$ cat config.mk
export PLATFORM = sky130hd
export DESIGN_NAME = http_header_block_parser_core
export DESIGN_NICKNAME = d
export VERILOG_FILES = /design/src/rtl/core/hhbp_pkg.sv /design/src/rtl/core/hhbp_step.sv /design/src/rtl/core/http_header_block_parser_core.sv
export SDC_FILE = /design/constraint.sdc
export NUM_CORES = 1
export LEC_CHECK = 0
export BUFFER_PORTS_ARGS = -buffer_cell sky130_fd_sc_hd__buf_2
export CORE_MARGIN = 4
export CORE_UTILIZATION = 53
export CTS_CLUSTER_DIAMETER = 100
export DETAILED_ROUTE_END_ITERATION = 8
export GPL_TIMING_DRIVEN = 0
export PLACE_DENSITY = 0.76
export SLEW_MARGIN = 15
export SYNTH_ARGS = -nofsm -noshare
export SYNTH_HDL_FRONTEND = slang
export SYNTH_SLANG_ARGS = --single-unit
export TNS_END_PERCENT = 100
$ cat constraint.sdc
create_clock -name clk -period 3.8 [get_ports clk]
set_input_delay 0.57 -clock clk [delete_from_list [all_inputs] [get_ports clk]]
set_output_delay 0.57 -clock clk [all_outputs]
set_load 0.1 [all_outputs]
$ cat src/rtl/core/hhbp_pkg.sv
// Package for the HTTP header block parser.
// Holds the parse phase codes, byte role and error codes, character constants
// and the structs passed between the parser core and its step logic.
package hhbp_pkg;

	localparam int unsigned OffsetW = 12;
	localparam int unsigned PhaseW  = 4;
	localparam int unsigned RoleW   = 4;
	localparam int unsigned ErrW    = 3;

	localparam logic [OffsetW-1:0] LIMIT_RESET = 12'd255;
	localparam logic [OffsetW-1:0] OFFSET_MAX  = 12'hfff;

	// Parse phases.
	localparam logic [PhaseW-1:0] PH_START = 4'd0;
	localparam logic [PhaseW-1:0] PH_KEY   = 4'd1;
	localparam logic [PhaseW-1:0] PH_COLON = 4'd2;
	localparam logic [PhaseW-1:0] PH_SPACE = 4'd3;
	localparam logic [PhaseW-1:0] PH_VALUE = 4'd4;
	localparam logic [PhaseW-1:0] PH_CR    = 4'd5;
	localparam logic [PhaseW-1:0] PH_LF    = 4'd6;
	localparam logic [PhaseW-1:0] PH_ENDCR = 4'd7;
	localparam logic [PhaseW-1:0] PH_DONE  = 4'd8;

	// Byte roles.
	localparam logic [RoleW-1:0] ROLE_SKIP     = 4'd0;
	localparam logic [RoleW-1:0] ROLE_KEY      = 4'd1;
	localparam logic [RoleW-1:0] ROLE_COLON    = 4'd2;
	localparam logic [RoleW-1:0] ROLE_SPACE    = 4'd3;
	localparam logic [RoleW-1:0] ROLE_VALUE    = 4'd4;
	localparam logic [RoleW-1:0] ROLE_VALUE_CR = 4'd5;
	localparam logic [RoleW-1:0] ROLE_PAIR_LF  = 4'd6;
	localparam logic [RoleW-1:0] ROLE_BLANK_CR = 4'd7;
	localparam logic [RoleW-1:0] ROLE_DONE_LF  = 4'd8;
	localparam logic [RoleW-1:0] ROLE_BODY     = 4'd9;

	// Error codes.
	localparam logic [ErrW-1:0] ERR_NONE      = 3'd0;
	localparam logic [ErrW-1:0] ERR_KEY_BYTE  = 3'd1;
	localparam logic [ErrW-1:0] ERR_NO_SPACE  = 3'd2;
	localparam logic [ErrW-1:0] ERR_NO_LF     = 3'd3;
	localparam logic [ErrW-1:0] ERR_TOO_LONG  = 3'd4;
	localparam logic [ErrW-1:0] ERR_EMPTY     = 3'd5;

	// Characters.
	localparam logic [7:0] CH_CR    = 8'h0d;
	localparam logic [7:0] CH_LF    = 8'h0a;
	localparam logic [7:0] CH_COLON = 8'h3a;
	localparam logic [7:0] CH_SPACE = 8'h20;

	typedef struct packed {
		logic [PhaseW-1:0]  phase;
		logic [OffsetW-1:0] offset;
		logic [ErrW-1:0]    err;
	} hhbp_state_t;

	typedef struct packed {
		logic [RoleW-1:0] role;
		logic [ErrW-1:0]  err;
		logic             done;
	} hhbp_result_t;

endpackage

$ cat src/rtl/core/hhbp_step.sv
// Next-state and byte labeling logic of the HTTP header block parser.
// Purely combinational; depends on hhbp_pkg.
module hhbp_step
	import hhbp_pkg::*;
(
	input  hhbp_state_t        cur,
	input  logic [OffsetW-1:0] value_limit,
	input  logic [7:0]         data_byte,
	input  logic               restart,
	output hhbp_state_t        nxt,
	output hhbp_result_t       res
);

	hhbp_state_t        base;
	logic [OffsetW-1:0] off_inc;
	logic [RoleW-1:0]   role;
	logic               done;
	logic               is_crlf;

	always_comb begin
		base = restart ? hhbp_state_t'{phase: PH_START, offset: '0, err: ERR_NONE} : cur;
		nxt = base;
		role = ROLE_SKIP;
		done = 1'b0;
		is_crlf = (data_byte == CH_CR) || (data_byte == CH_LF);
		off_inc = (base.offset < OFFSET_MAX) ? base.offset + 12'd1 : base.offset;

		if (base.err == ERR_NONE) begin
			unique case (base.phase)
				PH_START, PH_LF: begin
					if (base.phase == PH_LF && data_byte == CH_CR) begin
						nxt.phase = PH_ENDCR;
						role = ROLE_BLANK_CR;
					end else if (base.phase == PH_START && is_crlf) begin
						role = ROLE_SKIP;
					end else if (data_byte == CH_COLON) begin
						nxt.err = ERR_EMPTY;
					end else if (is_crlf) begin
						nxt.err = ERR_KEY_BYTE;
					end else begin
						nxt.phase = PH_KEY;
						role = ROLE_KEY;
					end
				end
				PH_KEY: begin
					if (data_byte == CH_COLON) begin
						nxt.phase = PH_COLON;
						role = ROLE_COLON;
					end else if (is_crlf) begin
						nxt.err = ERR_KEY_BYTE;
					end else begin
						role = ROLE_KEY;
					end
				end
				PH_COLON: begin
					if (data_byte == CH_SPACE) begin
						nxt.phase = PH_SPACE;
						role = ROLE_SPACE;
					end else begin
						nxt.err = ERR_NO_SPACE;
					end
				end
				PH_SPACE: begin
					if (data_byte == CH_CR) begin
						nxt.err = ERR_EMPTY;
					end else begin
						nxt.offset = '0;
						nxt.phase = PH_VALUE;
						role = ROLE_VALUE;
					end
				end
				PH_VALUE: begin
					if (data_byte == CH_CR) begin
						nxt.phase = PH_CR;
						role = ROLE_VALUE_CR;
					end else begin
						// The counter saturates, so the largest limit never trips.
						nxt.offset = off_inc;
						if (off_inc > value_limit) begin
							nxt.err = ERR_TOO_LONG;
						end else begin
							role = ROLE_VALUE;
						end
					end
				end
				PH_CR, PH_ENDCR: begin
					if (data_byte != CH_LF) begin
						nxt.err = ERR_NO_LF;
					end else if (base.phase == PH_CR) begin
						nxt.phase = PH_LF;
						role = ROLE_PAIR_LF;
					end else begin
						nxt.phase = PH_DONE;
						role = ROLE_DONE_LF;
						done = 1'b1;
					end
				end
				default: begin
					// Done, and any phase code without meaning, counts as body.
					nxt.phase = PH_DONE;
					role = ROLE_BODY;
					done = 1'b1;
				end
			endcase
			if (nxt.err != ERR_NONE) begin
				role = ROLE_SKIP;
				done = 1'b0;
			end
		end

		res.role = role;
		res.err = nxt.err;
		res.done = done;
	end

endmodule

$ cat src/rtl/core/http_header_block_parser_core.sv
// Top level of the HTTP header block parser: input stage, parser state,
// result stage and the value limit register. Depends on hhbp_pkg, hhbp_step.
//
//  channel  handshake                  payload
//  in       in_valid / in_ready        data_byte[7:0], restart
//  out      out_valid / out_ready      byte_role[3:0], error_code[2:0], block_done
//  cfg      cfg_we (no wait)           cfg_wdata[11:0] -> value_limit
//
// One byte per cycle sustained while out_ready stays high. An accepted byte sits
// in the input register, then moves into the result register and is offered on
// the outputs from there. The parser state is updated as a byte moves from the
// input register into the result register.
// A stalled output holds the result stage; the input register takes one more
// byte and then in_ready falls. in_ready stays high while out_ready is.
// Reset clears the parser and sets value_limit to 255.
module http_header_block_parser_core
	import hhbp_pkg::*;
(
	input  logic               clk,
	input  logic               arst_n,
	input  logic               in_valid,
	output logic               in_ready,
	input  logic [7:0]         data_byte,
	input  logic               restart,
	output logic               out_valid,
	input  logic               out_ready,
	output logic [RoleW-1:0]   byte_role,
	output logic [ErrW-1:0]    error_code,
	output logic               block_done,
	input  logic               cfg_we,
	input  logic [OffsetW-1:0] cfg_wdata
);

	logic               valid_s1;
	logic [7:0]         data_s1;
	logic               restart_s1;
	logic               valid_s2;
	hhbp_result_t       res_s2;
	hhbp_state_t        state_q;
	hhbp_state_t        state_nxt;
	hhbp_result_t       res_nxt;
	logic [OffsetW-1:0] limit_q;
	logic               load_s2;
	logic               adv_s1;

	assign load_s2  = !valid_s2 || out_ready;
	assign adv_s1   = valid_s1 && load_s2;
	assign in_ready = !valid_s1 || load_s2;

	always_ff @(posedge clk or negedge arst_n) begin
		if (!arst_n) begin
			limit_q <= LIMIT_RESET;
		end else if (cfg_we) begin
			limit_q <= cfg_wdata;
		end
	end

	always_ff @(posedge clk or negedge arst_n) begin
		if (!arst_n) begin
			valid_s1 <= 1'b0;
		end else if (in_ready) begin
			valid_s1 <= in_valid;
		end
	end

	always_ff @(posedge clk) begin
		if (in_valid && in_ready) begin
			data_s1 <= data_byte;
			restart_s1 <= restart;
		end
	end

	hhbp_step u_step (
		.cur         (state_q),
		.value_limit (limit_q),
		.data_byte   (data_s1),
		.restart     (restart_s1),
		.nxt         (state_nxt),
		.res         (res_nxt)
	);

	always_ff @(posedge clk or negedge arst_n) begin
		if (!arst_n) begin
			state_q <= '{phase: PH_START, offset: '0, err: ERR_NONE};
			valid_s2 <= 1'b0;
		end else begin
			if (adv_s1) begin
				state_q <= state_nxt;
			end
			if (load_s2) begin
				valid_s2 <= valid_s1;
			end
		end
	end

	always_ff @(posedge clk) begin
		if (adv_s1) begin
			res_s2 <= res_nxt;
		end
	end

	assign out_valid  = valid_s2;
	assign byte_role  = res_s2.role;
	assign error_code = res_s2.err;
	assign block_done = res_s2.done;

	// An error stays latched until a byte arrives with restart set.
	a_err_sticky: assert property (@(posedge clk) disable iff (!arst_n)
		(adv_s1 && !restart_s1 && state_q.err != ERR_NONE) |=>
			(state_q.err == $past(state_q.err)))
		else $error("parser error cleared without restart");

	// The end of the block is never reported together with an error.
	a_done_clean: assert property (@(posedge clk) disable iff (!arst_n)
		(valid_s2 && res_s2.done) |->
			(res_s2.err == ERR_NONE &&
			 (res_s2.role == ROLE_DONE_LF || res_s2.role == ROLE_BODY)))
		else $error("block_done with error or wrong role");

	// A consumer that keeps taking results never stalls the input.
	a_no_bubble: assert property (@(posedge clk) disable iff (!arst_n)
		out_ready |-> in_ready)
		else $error("input stalled while output is drained");

	// Result stage loads exactly when a byte leaves the input register.
	a_stage_move: assert property (@(posedge clk) disable iff (!arst_n)
		(valid_s1 && load_s2) |=> valid_s2)
		else $error("byte lost between stages");

endmodule
==> flow_results.org, run 1 <==
** Critical path
- At the worst endpoint, the arrival time is 3700 ps.
- The cell that appears most often on the critical path is sky130_fd_sc_hd__buf_6.
- Cells along the critical path :: buf_6, buf_6, nor2b_4, ha_4, nand4b_4, or4_4, nor2_4, buf_4, nor2_2, xnor2_1, ha_1, nand4_1, nor2_1, a2111o_1, a21oi_2, o2bb2ai_1
- The worst setup path is of the register to register kind.
- Along the worst path, the maximum fanout reaches 10.
- Endpoint type of the worst setup path :: register
- Required time at the endpoint of the critical path :: roughly 3800 ps
- Together, buffers and inverters on the worst path number 3.
- The cell family contributing the most delay on the critical path is simple AND/OR/NAND/NOR gates.
- Cell with the largest stage delay on the worst path :: sky130_fd_sc_hd__or4_4
- Max stage delay on crit path :: about 570 ps
- Critical Path Start Type :: register

** Layout
- Once layout is complete, the utilization of the core stands at 0.636.
- Area delta synth->final :: 15.1%
- The repair_antennas step left the layout with diodes totalling 0.
- The filler cells instantiated in the layout total 490.
- In the final layout, the share of cells above drive strength 1 is 0.229.
- Net count of the finished layout :: 414

** Routing
- After the first detailed-routing iteration, the DRC count stood at ~280.
- Average via count per standard cell :: 6.00
- Across all layers, the routed design uses between 2k and 3k vias.
- Number of search-and-repair iterations in the first detailed-routing pass :: 5
- Number of remaining DRC errors :: 0
- WL/cell :: 16.2 um
- The final layout contains routed wiring with a total length of 7250 um.
- The count of nets left with antenna violations once routing finished came out at 0.

** Global route
- Number of antenna violations at the first check in global routing :: 0
- Total overflow reported by the global router :: 0
- The first global-routing pass estimated 12100 um of wire.
- Overall fraction of global-route tracks in use :: 0.212
- Maximum number of pins on one net before global-route repair :: 34
- Vias in the first global route :: 2528

** Synth
- Among all flip-flop cells after synthesis, the most frequent one is sky130_fd_sc_hd__dfrtp_1.
- Per-instance average area after synthesis :: 9.38 um2
- Warning count from the yosys run :: 0
- Nets in the synthesized netlist :: 365
- By instance count, the leading cell after synthesis is sky130_fd_sc_hd__nand2_1.
- Area share of the largest cell type after synthesis :: 0.204
- Cell types with the largest area share after synthesis :: sky130_fd_sc_hd__dfrtp_1 20%, sky130_fd_sc_hd__edfxtp_1 16%, sky130_fd_sc_hd__dfstp_2 6.9%
- The largest total area in the synthesized netlist belongs to sky130_fd_sc_hd__dfrtp_1.
- The share of the Yosys chip area taken by registers is 0.430.
- Synthesis instantiated 67 different standard cells from the library.
- In this run, synthesis inferred 16 flip-flops with an integrated enable.
- The commonest cells after synthesis are 34 x sky130_fd_sc_hd__nand2_1, 30 x sky130_fd_sc_hd__nor2_1, 26 x sky130_fd_sc_hd__o21ai_0.
- Summing every instance area after synthesis gives 3060 um2.
- After synthesis, the share of flip-flops with an asynchronous set or reset is 0.673.
- Instance count of the mapped netlist :: 326
- Post-synthesis sequential element count :: 49

** Floorplanning
- Core Area :: 5540 um2
- Row generation in the floorplan step produced 27 rows.
- Die Ht :: 84.0 um
- Die area :: 7050 um2
- Measured along the x axis, the die boundary spans 84.0 um.
- I/O pin total :: 36
- The initial utilization of the core area, before any placement, comes to 0.552.

** Pwr
- For this design the static power due to leakage is 1.49 nW.
- Dividing total power by cell area gives a power density of 398 nW/um2.
- Largest voltage drop on the vdd net :: approximately 250 uV

** Clock tree
- CTS tree :: built
- TritonCTS sink count :: 49
- Depth of the CTS H-tree :: 2
- After clock tree synthesis, the clock-pin slew on the worst setup and hold paths is 90 ps.
- The longest clock path from root to sink contains 2 buffers.
- The number of clock buffers added by TritonCTS is 5.
- The tree is rooted in a sky130_fd_sc_hd__clkbuf_8.
- At the later pin of the worst-skew pair, clock insertion delay measures about 300 ps.
- The number of hold buffers added after CTS was 0.

** Placed design
- Worst setup slack before clock tree synthesis :: -362 ps
- HPWL reported at the end of detailed placement :: 5310 um
- The congestion estimate from routability-driven global placement came to 0.985.
- Port Buffers :: 35

** Timing
- Hold timing on the final database bottoms out at a slack of about 320 ps.
- Summed over all failing endpoints, the final setup total negative slack is 0 ps.
- At the pin with the least slew margin, the transition time is 812 ps.
- The smallest clock period supported by the final layout is computed as 3660 ps.
- Rel. slew slack :: 0.454
- Count of final hold-check violations :: 0
- Period utilisation layout :: 0.962
- Timing would allow up to 273 MHz.
- Setup Skew :: 13.2 ps
- Minimum setup slack in the final design :: 143 ps
- Number of failing setup endpoints in the final timing report :: 0
- The max-slew violation count came to 0.

** Hold path
- In this run the worst hold path is classified as input pin to asynchronous set/reset pin.

** Flow run
- Number of max-cap violations :: 0

** Run status
- Status :: finished clean
-- per-stage QoR --
stage / total power (W) / cells / area, um2
floorplan: 0.000971 / 326 / 3060
global route: 0.00148 / 448 / 3520
CTS: 0.00139 / 446 / 3480
finish: 0.00140 / 448 / 3520
detailed placement: 0.00108 / 433 / 3320
global placement: 0.00107 / 433 / 3320
-- sequential cells by signal, summed over array words and instances (netlist names) --
| register | flops |
|---|---|
| state_q | 19 |
| error_code | 3 |
| limit_q | 12 |
| valid_s1 | 1 |
| data_s1 | 8 |
| out_valid | 1 |
| byte_role | 4 |
| restart_s1 | 1 |
-- worst paths after layout --
kind	cells past startpoint	endpoint	slack, ps	startpoint
setup / recovery	16	error_code[2]	140	restart_s1
hold / removal	1	state_q[4]	320	arst_n
setup reg to reg	16	error_code[2]	140	restart_s1
hold reg to reg	1	out_valid	490	valid_s1
max in group asynchronous	1	out_valid	3010	arst_n
min in group clk	1	restart_s1	440	restart
-- metal layers --
metal | part of all wire | vias to the layer above | wire [um] | GRT usage
met5 | 0 | - | 0 | 0
met4 | 0.021 | 0 | 154 | 0.0716
met3 | 0.062 | 21 | 447 | 0.0424
met2 | 0.45 | 114 | 3260 | 0.323
met1 | 0.47 | 1257 | 3390 | 0.300
li1 | - | 1296 | - | -
-- layout make-up --
class / instances / area [um2] / share of cell area
inverter: 18 / 67.6 / 0.0192
sequential: 49 / 1320 / 0.374
timing repair buffer: 42 / 228 / 0.0647
tap: 72 / 90.1 / 0.0256
multi-input combinational: 247 / 1660 / 0.471
buffer: 12 / 71.3 / 0.0203
clock buffer: 8 / 90.1 / 0.0256
-- cells in the final DEF, fill, tap and decap left out, types with 4 or more instances in the layout --
| cell type | synthesis | final |
|---|---|---|
| sky130_fd_sc_hd__nand2b_1 | 9 | 9 |
| sky130_fd_sc_hd__a31oi_1 | 4 | 4 |
| sky130_fd_sc_hd__o21ai_0 | 26 | 25 |
| sky130_fd_sc_hd__a21oi_1 | 18 | 16 |
| sky130_fd_sc_hd__o21ai_1 | 4 | 5 |
| sky130_fd_sc_hd__a22o_1 | 6 | 6 |
| sky130_fd_sc_hd__dfrtp_1 | 25 | 25 |
| sky130_fd_sc_hd__nand3_1 | 7 | 7 |
| sky130_fd_sc_hd__clkbuf_8 | 0 | 6 |
| sky130_fd_sc_hd__nand4_1 | 7 | 7 |
| sky130_fd_sc_hd__buf_2 | 4 | 38 |
| sky130_fd_sc_hd__a211oi_1 | 4 | 4 |
| sky130_fd_sc_hd__inv_1 | 17 | 17 |
| sky130_fd_sc_hd__nor4_1 | 4 | 4 |
| sky130_fd_sc_hd__xnor2_1 | 6 | 6 |
| sky130_fd_sc_hd__buf_4 | 2 | 9 |
| sky130_fd_sc_hd__nor3_1 | 9 | 9 |
| sky130_fd_sc_hd__nand2_1 | 34 | 34 |
| sky130_fd_sc_hd__clkbuf_1 | 5 | 7 |
| sky130_fd_sc_hd__edfxtp_1 | 16 | 16 |
| sky130_fd_sc_hd__ha_1 | 13 | 11 |
| sky130_fd_sc_hd__nor2_1 | 30 | 30 |
| sky130_fd_sc_hd__dfstp_2 | 8 | 8 |
-- cells by family after synthesis --
family	share of synthesized area
XOR/XNOR	0.0258
AO/OA/AOI/OAI	0.192
AND/OR/NAND/NOR	0.242
multiplexers	0.0139
flip-flops	0.430
buffers and inverters	0.0434
adder cells (fa/ha/maj)	0.0532
-- where the power goes --
part,total [W],internal (W),switching [W]
clock,0.000317,0.000149,0.000168
sequential,0.000645,0.000611,0.0000348
combinational,0.000438,0.000130,0.000308
-- repair_timing --
action,in CTS,in global routing
buffers inserted,5,2
gates resized for setup,7,5
pin swaps,5,5
setup endpoints to repair,3,3
(Power assumes the default switching activity.)
==> run 2: changes to the inputs <==
- CORE_ASPECT_RATIO: not set -> 1.2
- CORE_UTILIZATION: 53 -> 54
- PLACE_DENSITY: 0.76 -> 0.8
- SYNTH_HIERARCHICAL: not set -> 1
==> run 2 against run 1 <==
  * The flow now finishes with violations (negative setup slack)
  * Count of clock-buffer cells in the layout unchanged
  * Clock skew is 5.3 ps higher
  * Setup slack got worse by 150 ps
  * Sequential power decreased by 3%
  * Total power is 9.4% lower
  * Via count is 19% higher
  * Register-to-register slack got worse by 150 ps
  * Critical path depth fell by 3
  * Cell count rose by 10%
  * First-iteration DRC count down 3.3%
  * Design area increased by 19%
  * Critical path type unchanged
  * Critical endpoint is now byte_role[2]
  * Largest cell class unchanged
  * Highest routed layer unchanged
==> flow_results.org, run 2 <==
** Critical path
- Cell count of the worst reg-to-reg path :: 13
- At the worst endpoint, the required time is about 4000 ps.
- Data arrives at the worst endpoint at 3960 ps.
- Start-to-end type of the worst setup path :: register to register
- Along the worst path, the maximum fanout reaches 5.
- The endpoint identified for the worst register-to-register timing path is byte_role[2].
- Cells along the critical path :: buf_4, buf_4, nand3b_1, or4_4, nand4_1, buf_4, xor2_1, nor2_1, ha_1, a21oi_2, a21boi_2, or4b_4, a31oi_4
- The largest single stage delay on the critical path is 620 ps.
- The slowest stage of the critical path belongs to the cell sky130_fd_sc_hd__or4_4.
- Endpoint type of the worst setup path :: register
- Worst reg2reg setup slack :: -10 ps
- STA classifies the critical path startpoint as a register.
- Critical R2R Launch :: restart_s1
- In this design, the critical path's most frequently occurring cell is sky130_fd_sc_hd__buf_4.
- Start point of the critical path :: restart_s1

** Layout
- The register with the most flip-flops in the layout has 19 of them.
- The number of antenna diodes in the final layout is 0.
- Most common library cell in the layout ignoring fill and taps :: sky130_fd_sc_hd__buf_2
- Of the cells placed in the final design, the portion with a size suffix greater than 1 is 0.358.
- Top library cells by usage in the layout, fill and taps aside :: 40 x sky130_fd_sc_hd__buf_2, 33 x sky130_fd_sc_hd__buf_4, 25 x sky130_fd_sc_hd__dfrtp_1
- Net count of the finished layout :: ~450
- Finished Core Util :: 0.687
- The largest registers in the layout are state_q: 19 flops, limit_q: 12 flops, data_s1: 8 flops.
- Area delta synth->final :: 22.0%
- Top reg by flops :: state_q

** Timing
- Min Hold Slack :: 324 ps
- Number of failing setup endpoints in the final timing report :: 1
- After layout, the worst setup slack is -11.3 ps.
- Final-report max-slew violation count :: 0
- Period utilisation layout :: 1.00
- In this run the tightest slew margin relative to its limit is 0.303.
- Across the routed clock network, the largest skew measured is approximately 18 ps.
- Count of final hold-check violations :: 0
- At the pin with the least slew margin, the transition time is 1030 ps.
- Final Critical Period :: 3810 ps
- Maximum clock frequency :: 262 MHz

** Synth
- Post-synthesis sequential element count :: 50
- Most used standard cells in the synthesized netlist :: 25 x sky130_fd_sc_hd__dfrtp_1, 23 x sky130_fd_sc_hd__nor2_1, 22 x sky130_fd_sc_hd__nand2_1
- For this run, the register share of the synthesized area comes to 0.393.
- Most area-hungry cell type in the Yosys netlist :: sky130_fd_sc_hd__dfrtp_1
- Instance count of the mapped netlist :: approximately 340
- The cell area that synthesis handed to floorplanning was 3430 um2.
- For this run, the leading register cell type out of synthesis is sky130_fd_sc_hd__dfrtp_1.
- Area share of the largest cell type after synthesis :: 0.183
- After synthesis, the netlist uses between 60 and 70 different library cells.
- Share of flip-flops with an asynchronous set or reset after synthesis :: 0.660
- Counting every net in the synthesized netlist gives 380.
- Per-instance average area after synthesis :: between 10 and 15 um2
- Most used standard cell by instance count after synthesis :: sky130_fd_sc_hd__dfrtp_1
- In this run, synthesis inferred 17 flip-flops with an integrated enable.
- Yosys printed 6 warnings.
- Ranked by total cell area, the synthesized netlist is headed by sky130_fd_sc_hd__dfrtp_1 18%, sky130_fd_sc_hd__edfxtp_1 15%, sky130_fd_sc_hd__mux2_4 8.3%.

** Floorplanning
- Die Ht :: 95.3 um
- Core Area :: a little over 6000 um2
- The floorplan step defined a die boundary enclosing 7690 um2.
- Num rows :: 31
- I/O pin total :: 36
- Width of the chip :: slightly above 80 um
- The initial utilization of the core area, before any placement, comes to 0.563.

** Flow run
- Number of max-cap violations :: 0

** Placed design
- HPWL reported at the end of detailed placement :: 6100 um
- The congestion estimate from routability-driven global placement came to between 0.9 and 1.
- Port buffering added 35 buffers.

** Clock tree
- Hold repair after CTS inserted 0 buffers.
- TritonCTS built the clock tree.
- Counting the buffers created by CTS gives 5.
- Clock transition at the registers of the reported paths :: 100 ps
- Root buffer selected by CTS :: sky130_fd_sc_hd__clkbuf_8
- The H-tree was split into 2 levels.
- Clock latency on the worst-skew pair, taken at its later pin, is 320 ps.
- The tree built by TritonCTS fans out to 50 sinks.
- Clock Tree Buf Depth :: 2

** Global route
- The initial antenna violation count was 0.
- Overall fraction of global-route tracks in use :: 0.245
- The number of global-route vias before repair is 3086.
- First-pass GRT wire length :: ~15000 um
- Summed over all layers, the global routing overflow is 0.
- Maximum number of pins on one net before global-route repair :: 34

** Routing
- Dividing the detail-routed wire length by the instance count gives 19.4 um.
- After the first detailed-routing iteration, the DRC count stood at between 200 and 300.
- The first detailed-routing pass ran for 6 iterations.
- Post-Route WL :: between 9000 and 10000 um
- Number of remaining DRC errors :: 0
- The final route contains 3203 vias.
- Average via count per standard cell :: 6.47
- Once detail routing completed, the nets flagged for antenna violations numbered 0.

** Pwr
- Dividing total power by cell area gives a power density of 303 nW/um2.
- In this run the static leakage power is 1.83 nW.
- Largest voltage drop on the vdd net :: 172 uV

** Hold path
- The tightest min-delay check is of the input pin to asynchronous set/reset pin type.

** Run status
- The run finished, with violations left.
- The final reports fail on negative setup slack.
==> run 2: cell count changes after synthesis, sizes merged, moves of 5 or more <==
cell,change
mux2,+29
o21ai,-22
nand2,-11
nor2,-10
buf,+5
==> run 2: kinds of logic (layout without fill, tap and decap cells) <==
group	count (synthesis)	after routing	synth area share
and+or+nand+nor	125	125	0.210
AOI/OAI and AO/OA	70	70	0.139
DFF	50	50	0.393
buffers and inverters	40	112	0.0566
muxes	32	32	0.126
adders and majority gates	13	13	0.0475
xor gates and xnor gates	11	11	0.0281
==> run 2: cell type report <==
cell class / instances / area, um2
tap: 82 / 103
fill: 453 / 1910
buffer: 19 / 143
multi-input combinational: 251 / 2020
inverter: 20 / 77.6
sequential: 50 / 1350
clock buffer: 8 / 90.1
timing repair buffer: 65 / 404
==> run 2: worst max path at each step <==
| stage | to | slack (ps) | depth (start not counted) |
|---|---|---|---|
| 2_1_floorplan | byte_role[2] | 30 | 18 |
| 5_1_grt | byte_role[2] | -50 | 18 |
| 3_3_place_gp | byte_role[2] | -780 | 17 |
| 6_report | byte_role[2] | -10 | 13 |
| 3_5_place_dp | byte_role[2] | -810 | 17 |
| 4_1_cts | state_q[6] | 4 | 27 |
==> run 2: repair_timing <==
| action | 4_1_cts | 5_1_grt |
|---|---|---|
| setup buffers | 21 | 11 |
| resized for setup | 21 | 14 |
| pin swaps | 5 | 11 |
| endpoints found under the setup margin | 3 | 4 |
==> run 2: per-stage QoR <==
stage,instances,cell area (um2),TNS [ps],worst slack (ps),total power [W]
after detailed placement,458,3710,-2040,-812,0.000938
final,495,4180,-11.3,-11.3,0.00127
after floorplan,341,3440,0,34.7,0.000862
after global routing,495,4180,-77.5,-53.1,0.00132
after CTS,486,4050,0,3.96,0.00127
after global placement,458,3710,-1970,-778,0.000930
==> run 2: power breakdown <==
group          switching (W)  total, W  internal (W)
Sequential         0.0000234  0.000627      0.000603
Combinational       0.000202  0.000316      0.000113
Clock               0.000177  0.000326      0.000149
==> run 2: metal layers <==
metal | track usage | part of all wire
met5 | 0 | 0
met4 | 0.124 | 0.053
met3 | 0.0340 | 0.062
met2 | 0.443 | 0.52
met1 | 0.280 | 0.36
==> run 2: worst max-delay path, delay by kind of cell, from the launching register on <==
| kind | cells | cell delay [ps] |
|---|---|---|
| AO/OA/AOI/OAI | 3 | 440 |
| adder cells (fa/ha/maj) | 1 | 370 |
| buffers and inverters | 3 | 450 |
| AND/OR/NAND/NOR | 5 | 1750 |
| flip-flops | 1 | 430 |
| XOR/XNOR | 1 | 220 |
==> run 3: changes to the inputs <==
- CORE_ASPECT_RATIO: 1.2 -> 1.1
- SKIP_CTS_REPAIR_TIMING: not set -> 1
==> run 3 against run 2 <==
  * The flow now finishes without violations
  * Non-clock buffer count down 16
  * Register-to-register slack improved by 40 ps
  * Global-route usage fell by 3.6 points
  * Cell count shrank 3.6%
  * Via count down 6.7%
  * Combinational power about the same
  * Wire length shrank 14%
  * Maximum frequency up 0.97%
  * First-iteration DRC count down 13%
  * Sequential power about the same
  * Clock power increased by 13%
  * Critical endpoint unchanged
==> flow_results.org, run 3 (synthesized netlist as in run 2, its figures left out) <==
** Timing
- Setup violations remaining at the end of the flow were counted as 0.
- Once routing completed, OpenROAD measured the worst setup slack at 25.4 ps.
- For the final database, setup skew stands at ~7.3 ps.
- Count of final hold-check violations :: 0
- Period utilisation layout :: 0.993
- Slew at the pin closest to its max-slew limit :: approximately 980 ps
- Final Critical Period :: 3770 ps
- Rel. slew slack :: 0.344
- The max-slew violation count was 0.
- Maximum clock frequency :: 265 MHz
- Min Hold Slack :: about 320 ps

** Layout
- Share of layout cells above drive strength 1 :: 0.327
- Flip-flop count of the largest register, all copies and words added :: 19
- The repair_antennas step left the layout with diodes totalling 0.
- Area delta synth->final :: 18.3%
- With fillers left out, the area of the finished cells amounts to slightly above 4000 um2.
- The top cell types in the final layout, fill and taps aside, are 40 x sky130_fd_sc_hd__buf_2, 25 x sky130_fd_sc_hd__dfrtp_1, 22 x sky130_fd_sc_hd__nor2_1.
- More flip-flops sit in one register than any other, and that register is state_q.
- Leaving out fill and tap cells, the most frequent cell in the layout is sky130_fd_sc_hd__buf_2.
- Registers with the most flip-flops :: state_q: 19 flops, limit_q: 12 flops, data_s1: 8 flops
- Filler Cells Inserted :: 492
- Net count of the finished layout :: 435

** Critical path
- At the worst endpoint, the arrival time is 3920 ps.
- Cells along the critical path :: buf_6, inv_4, buf_6, nand2_4, inv_4, ha_4, nand3_4, or4_4, nand4_1, xor2_1, nor2_1, ha_1, a21oi_1, a21boi_2, or4b_4, a31oi_4
- Critical Path Start Type :: register
- Start-to-end type of the worst setup path :: register to register
- Cell with the largest stage delay on the worst path :: sky130_fd_sc_hd__or4_4
- Critical register-to-register path endpoint :: byte_role[2]
- For the worst flop-to-flop path, the logic depth is 16.
- The most critical setup path has its startpoint at restart_s1.
- Required time at the endpoint of the critical path :: between 3000 and 4000 ps
- Endpoint type of the worst setup path :: register
- In this run the critical register-to-register path is launched from restart_s1.
- Worst reg2reg setup slack :: 30 ps
- The critical path contains buffers and inverters numbering 4 combined.
- Worst-path fanout max :: 6
- Family with the most delay on the worst path :: simple AND/OR/NAND/NOR gates
- The largest single stage delay on the critical path is approximately 570 ps.

** Clock tree
- TritonCTS built the clock tree.
- Clock transition at the registers of the reported paths :: 90 ps
- The longest clock path from root to sink contains 2 buffers.
- TritonCTS sink count :: 50
- Root buffer selected by CTS :: sky130_fd_sc_hd__clkbuf_8
- At the later pin of the worst-skew pair, clock insertion delay measures approximately 310 ps.
- Depth of the CTS H-tree :: 2
- CTS buffer count :: 5

** Pwr
- The share of total power dissipated in combinational logic is 0.243.
- Clock share of power :: 0.280
- Of the total power, registers draw 0.477.
- Static leakage power :: 1.79 nW
- Of the total power, the share spent switching nets is 0.303.
- PD cells :: 325 nW/um2
- Int Pwr :: 0.000917 W
- Largest voltage drop on the vdd net :: roughly 190 uV
- In this run the power spent charging and discharging nets is 0.000398 W.

** Routing
- The first routing iteration left about 230 violations.
- WL/cell :: 17.4 um
- Post-Route WL :: 8280 um
- Number of remaining DRC errors :: 0
- Post-route antenna net violation count :: 0
- The routed layout has 2988 vias.
- Using the TritonRoute via totals, the vias-per-cell ratio works out to 6.26.
- Number of search-and-repair iterations in the first detailed-routing pass :: 5

** Floorplanning
- The floorplan step defined a die boundary enclosing 7690 um2.
- The initial utilization of the core area, before any placement, comes to 0.557.
- The floorplan has 30 rows.
- Measured along the y axis, the die boundary spans 91.6 um.
- Width of the chip :: 84.0 um
- Core Area :: between 6000 and 7000 um2
- I/O pin total :: 36

** Global route
- The first global-routing pass estimated roughly 13000 um of wire.
- Vias in the first global route :: 2729
- After global routing the overflow that remains totals 0.
- In the global route stage, overall resource usage came out at 0.210.
- Number of antenna violations at the first check in global routing :: 0
- Entering global routing, the biggest net connects 34 pins.

** Placed design
- At the end of routability-driven placement, the weighted congestion stood at just under 1.
- Area of placed instances :: 3710 um2
- Buffers placed on the I/O ports in this run total 35.
- Detailed placement ended at an HPWL of 5750 um.
- Worst setup slack before clock tree synthesis :: -829 ps

** Flow run
- The tool flagged a number of max-cap violations equal to 0.

** Run status
- The run finished with clean final reports.

** Hold path
- Min-Delay Path Class :: input pin to asynchronous set/reset pin
==> run 3: changes by cell type in the layout (fill, tap and decap cells not counted), sizes merged <==
cell	before	now
buf	78	64
bufinv	0	1
clkbuf	14	11
==> run 3: how the worst max path moves through the flow <==
stage          slack, ps  cells after the start            to
6_report              30                     16  byte_role[2]
5_1_grt              -80                     16  byte_role[2]
3_3_place_gp        -760                     17  byte_role[2]
2_1_floorplan         30                     18  byte_role[2]
3_5_place_dp        -830                     17  byte_role[2]
4_1_cts             -900                     17  byte_role[2]
==> run 3: through the flow <==
step                      power (W)  TNS, ps   util  std cells
after floorplan            0.000862        0      -        341
after global placement     0.000929    -1960  0.603        456
after detailed placement   0.000937    -2070  0.603        456
after CTS                   0.00131    -2270  0.620        464
after global routing        0.00138     -248  0.659        477
final                       0.00132        0  0.659        477
==> run 3: metal layers <==
metal	vias to the layer above	part of all wire	track usage
li1	1390	-	-
met1	1394	0.43	0.299
met2	177	0.47	0.320
met3	27	0.080	0.0372
met4	0	0.026	0.0737
met5	-	0	0
==> run 3: power groups by stage <==
| stage | Combinational [W] | Clock (W) | Sequential, W |
|---|---|---|---|
| after global placement | 0.000292 | 0 | 0.000637 |
| final | 0.000319 | 0.000369 | 0.000628 |
| after CTS | 0.000299 | 0.000378 | 0.000628 |
| after floorplan | 0.000169 | 0 | 0.000693 |
| after global routing | 0.000341 | 0.000402 | 0.000634 |
| after detailed placement | 0.000299 | 0 | 0.000639 |
==> run 3: layout make-up <==
| cell class | instances | area, um2 | share of cell area |
|---|---|---|---|
| Tap cell | 80 | 100 | 0.0247 |
| Sequential cell | 50 | 1350 | 0.332 |
| Buffer | 19 | 141 | 0.0349 |
| Inverter | 20 | 80.1 | 0.0198 |
| Multi-Input combinational cell | 251 | 2000 | 0.493 |
| Clock buffer | 7 | 76.3 | 0.0188 |
| Clock inverter | 1 | 30.0 | 0.00741 |
| Timing Repair Buffer | 49 | 280 | 0.0691 |
==> run 3: worst register-to-register path: stages, from the launching register on <==
cell                       delay (ps)
sky130_fd_sc_hd__edfxtp_1         480
sky130_fd_sc_hd__buf_6            180
sky130_fd_sc_hd__inv_4             60
sky130_fd_sc_hd__buf_6            110
sky130_fd_sc_hd__nand2_4           80
sky130_fd_sc_hd__inv_4             70
sky130_fd_sc_hd__ha_4             160
sky130_fd_sc_hd__nand3_4           60
sky130_fd_sc_hd__or4_4            570
sky130_fd_sc_hd__nand4_1          180
sky130_fd_sc_hd__xor2_1           180
sky130_fd_sc_hd__nor2_1            90
sky130_fd_sc_hd__ha_1             350
sky130_fd_sc_hd__a21oi_1          210
sky130_fd_sc_hd__a21boi_2         100
sky130_fd_sc_hd__or4b_4           560
sky130_fd_sc_hd__a31oi_4          180
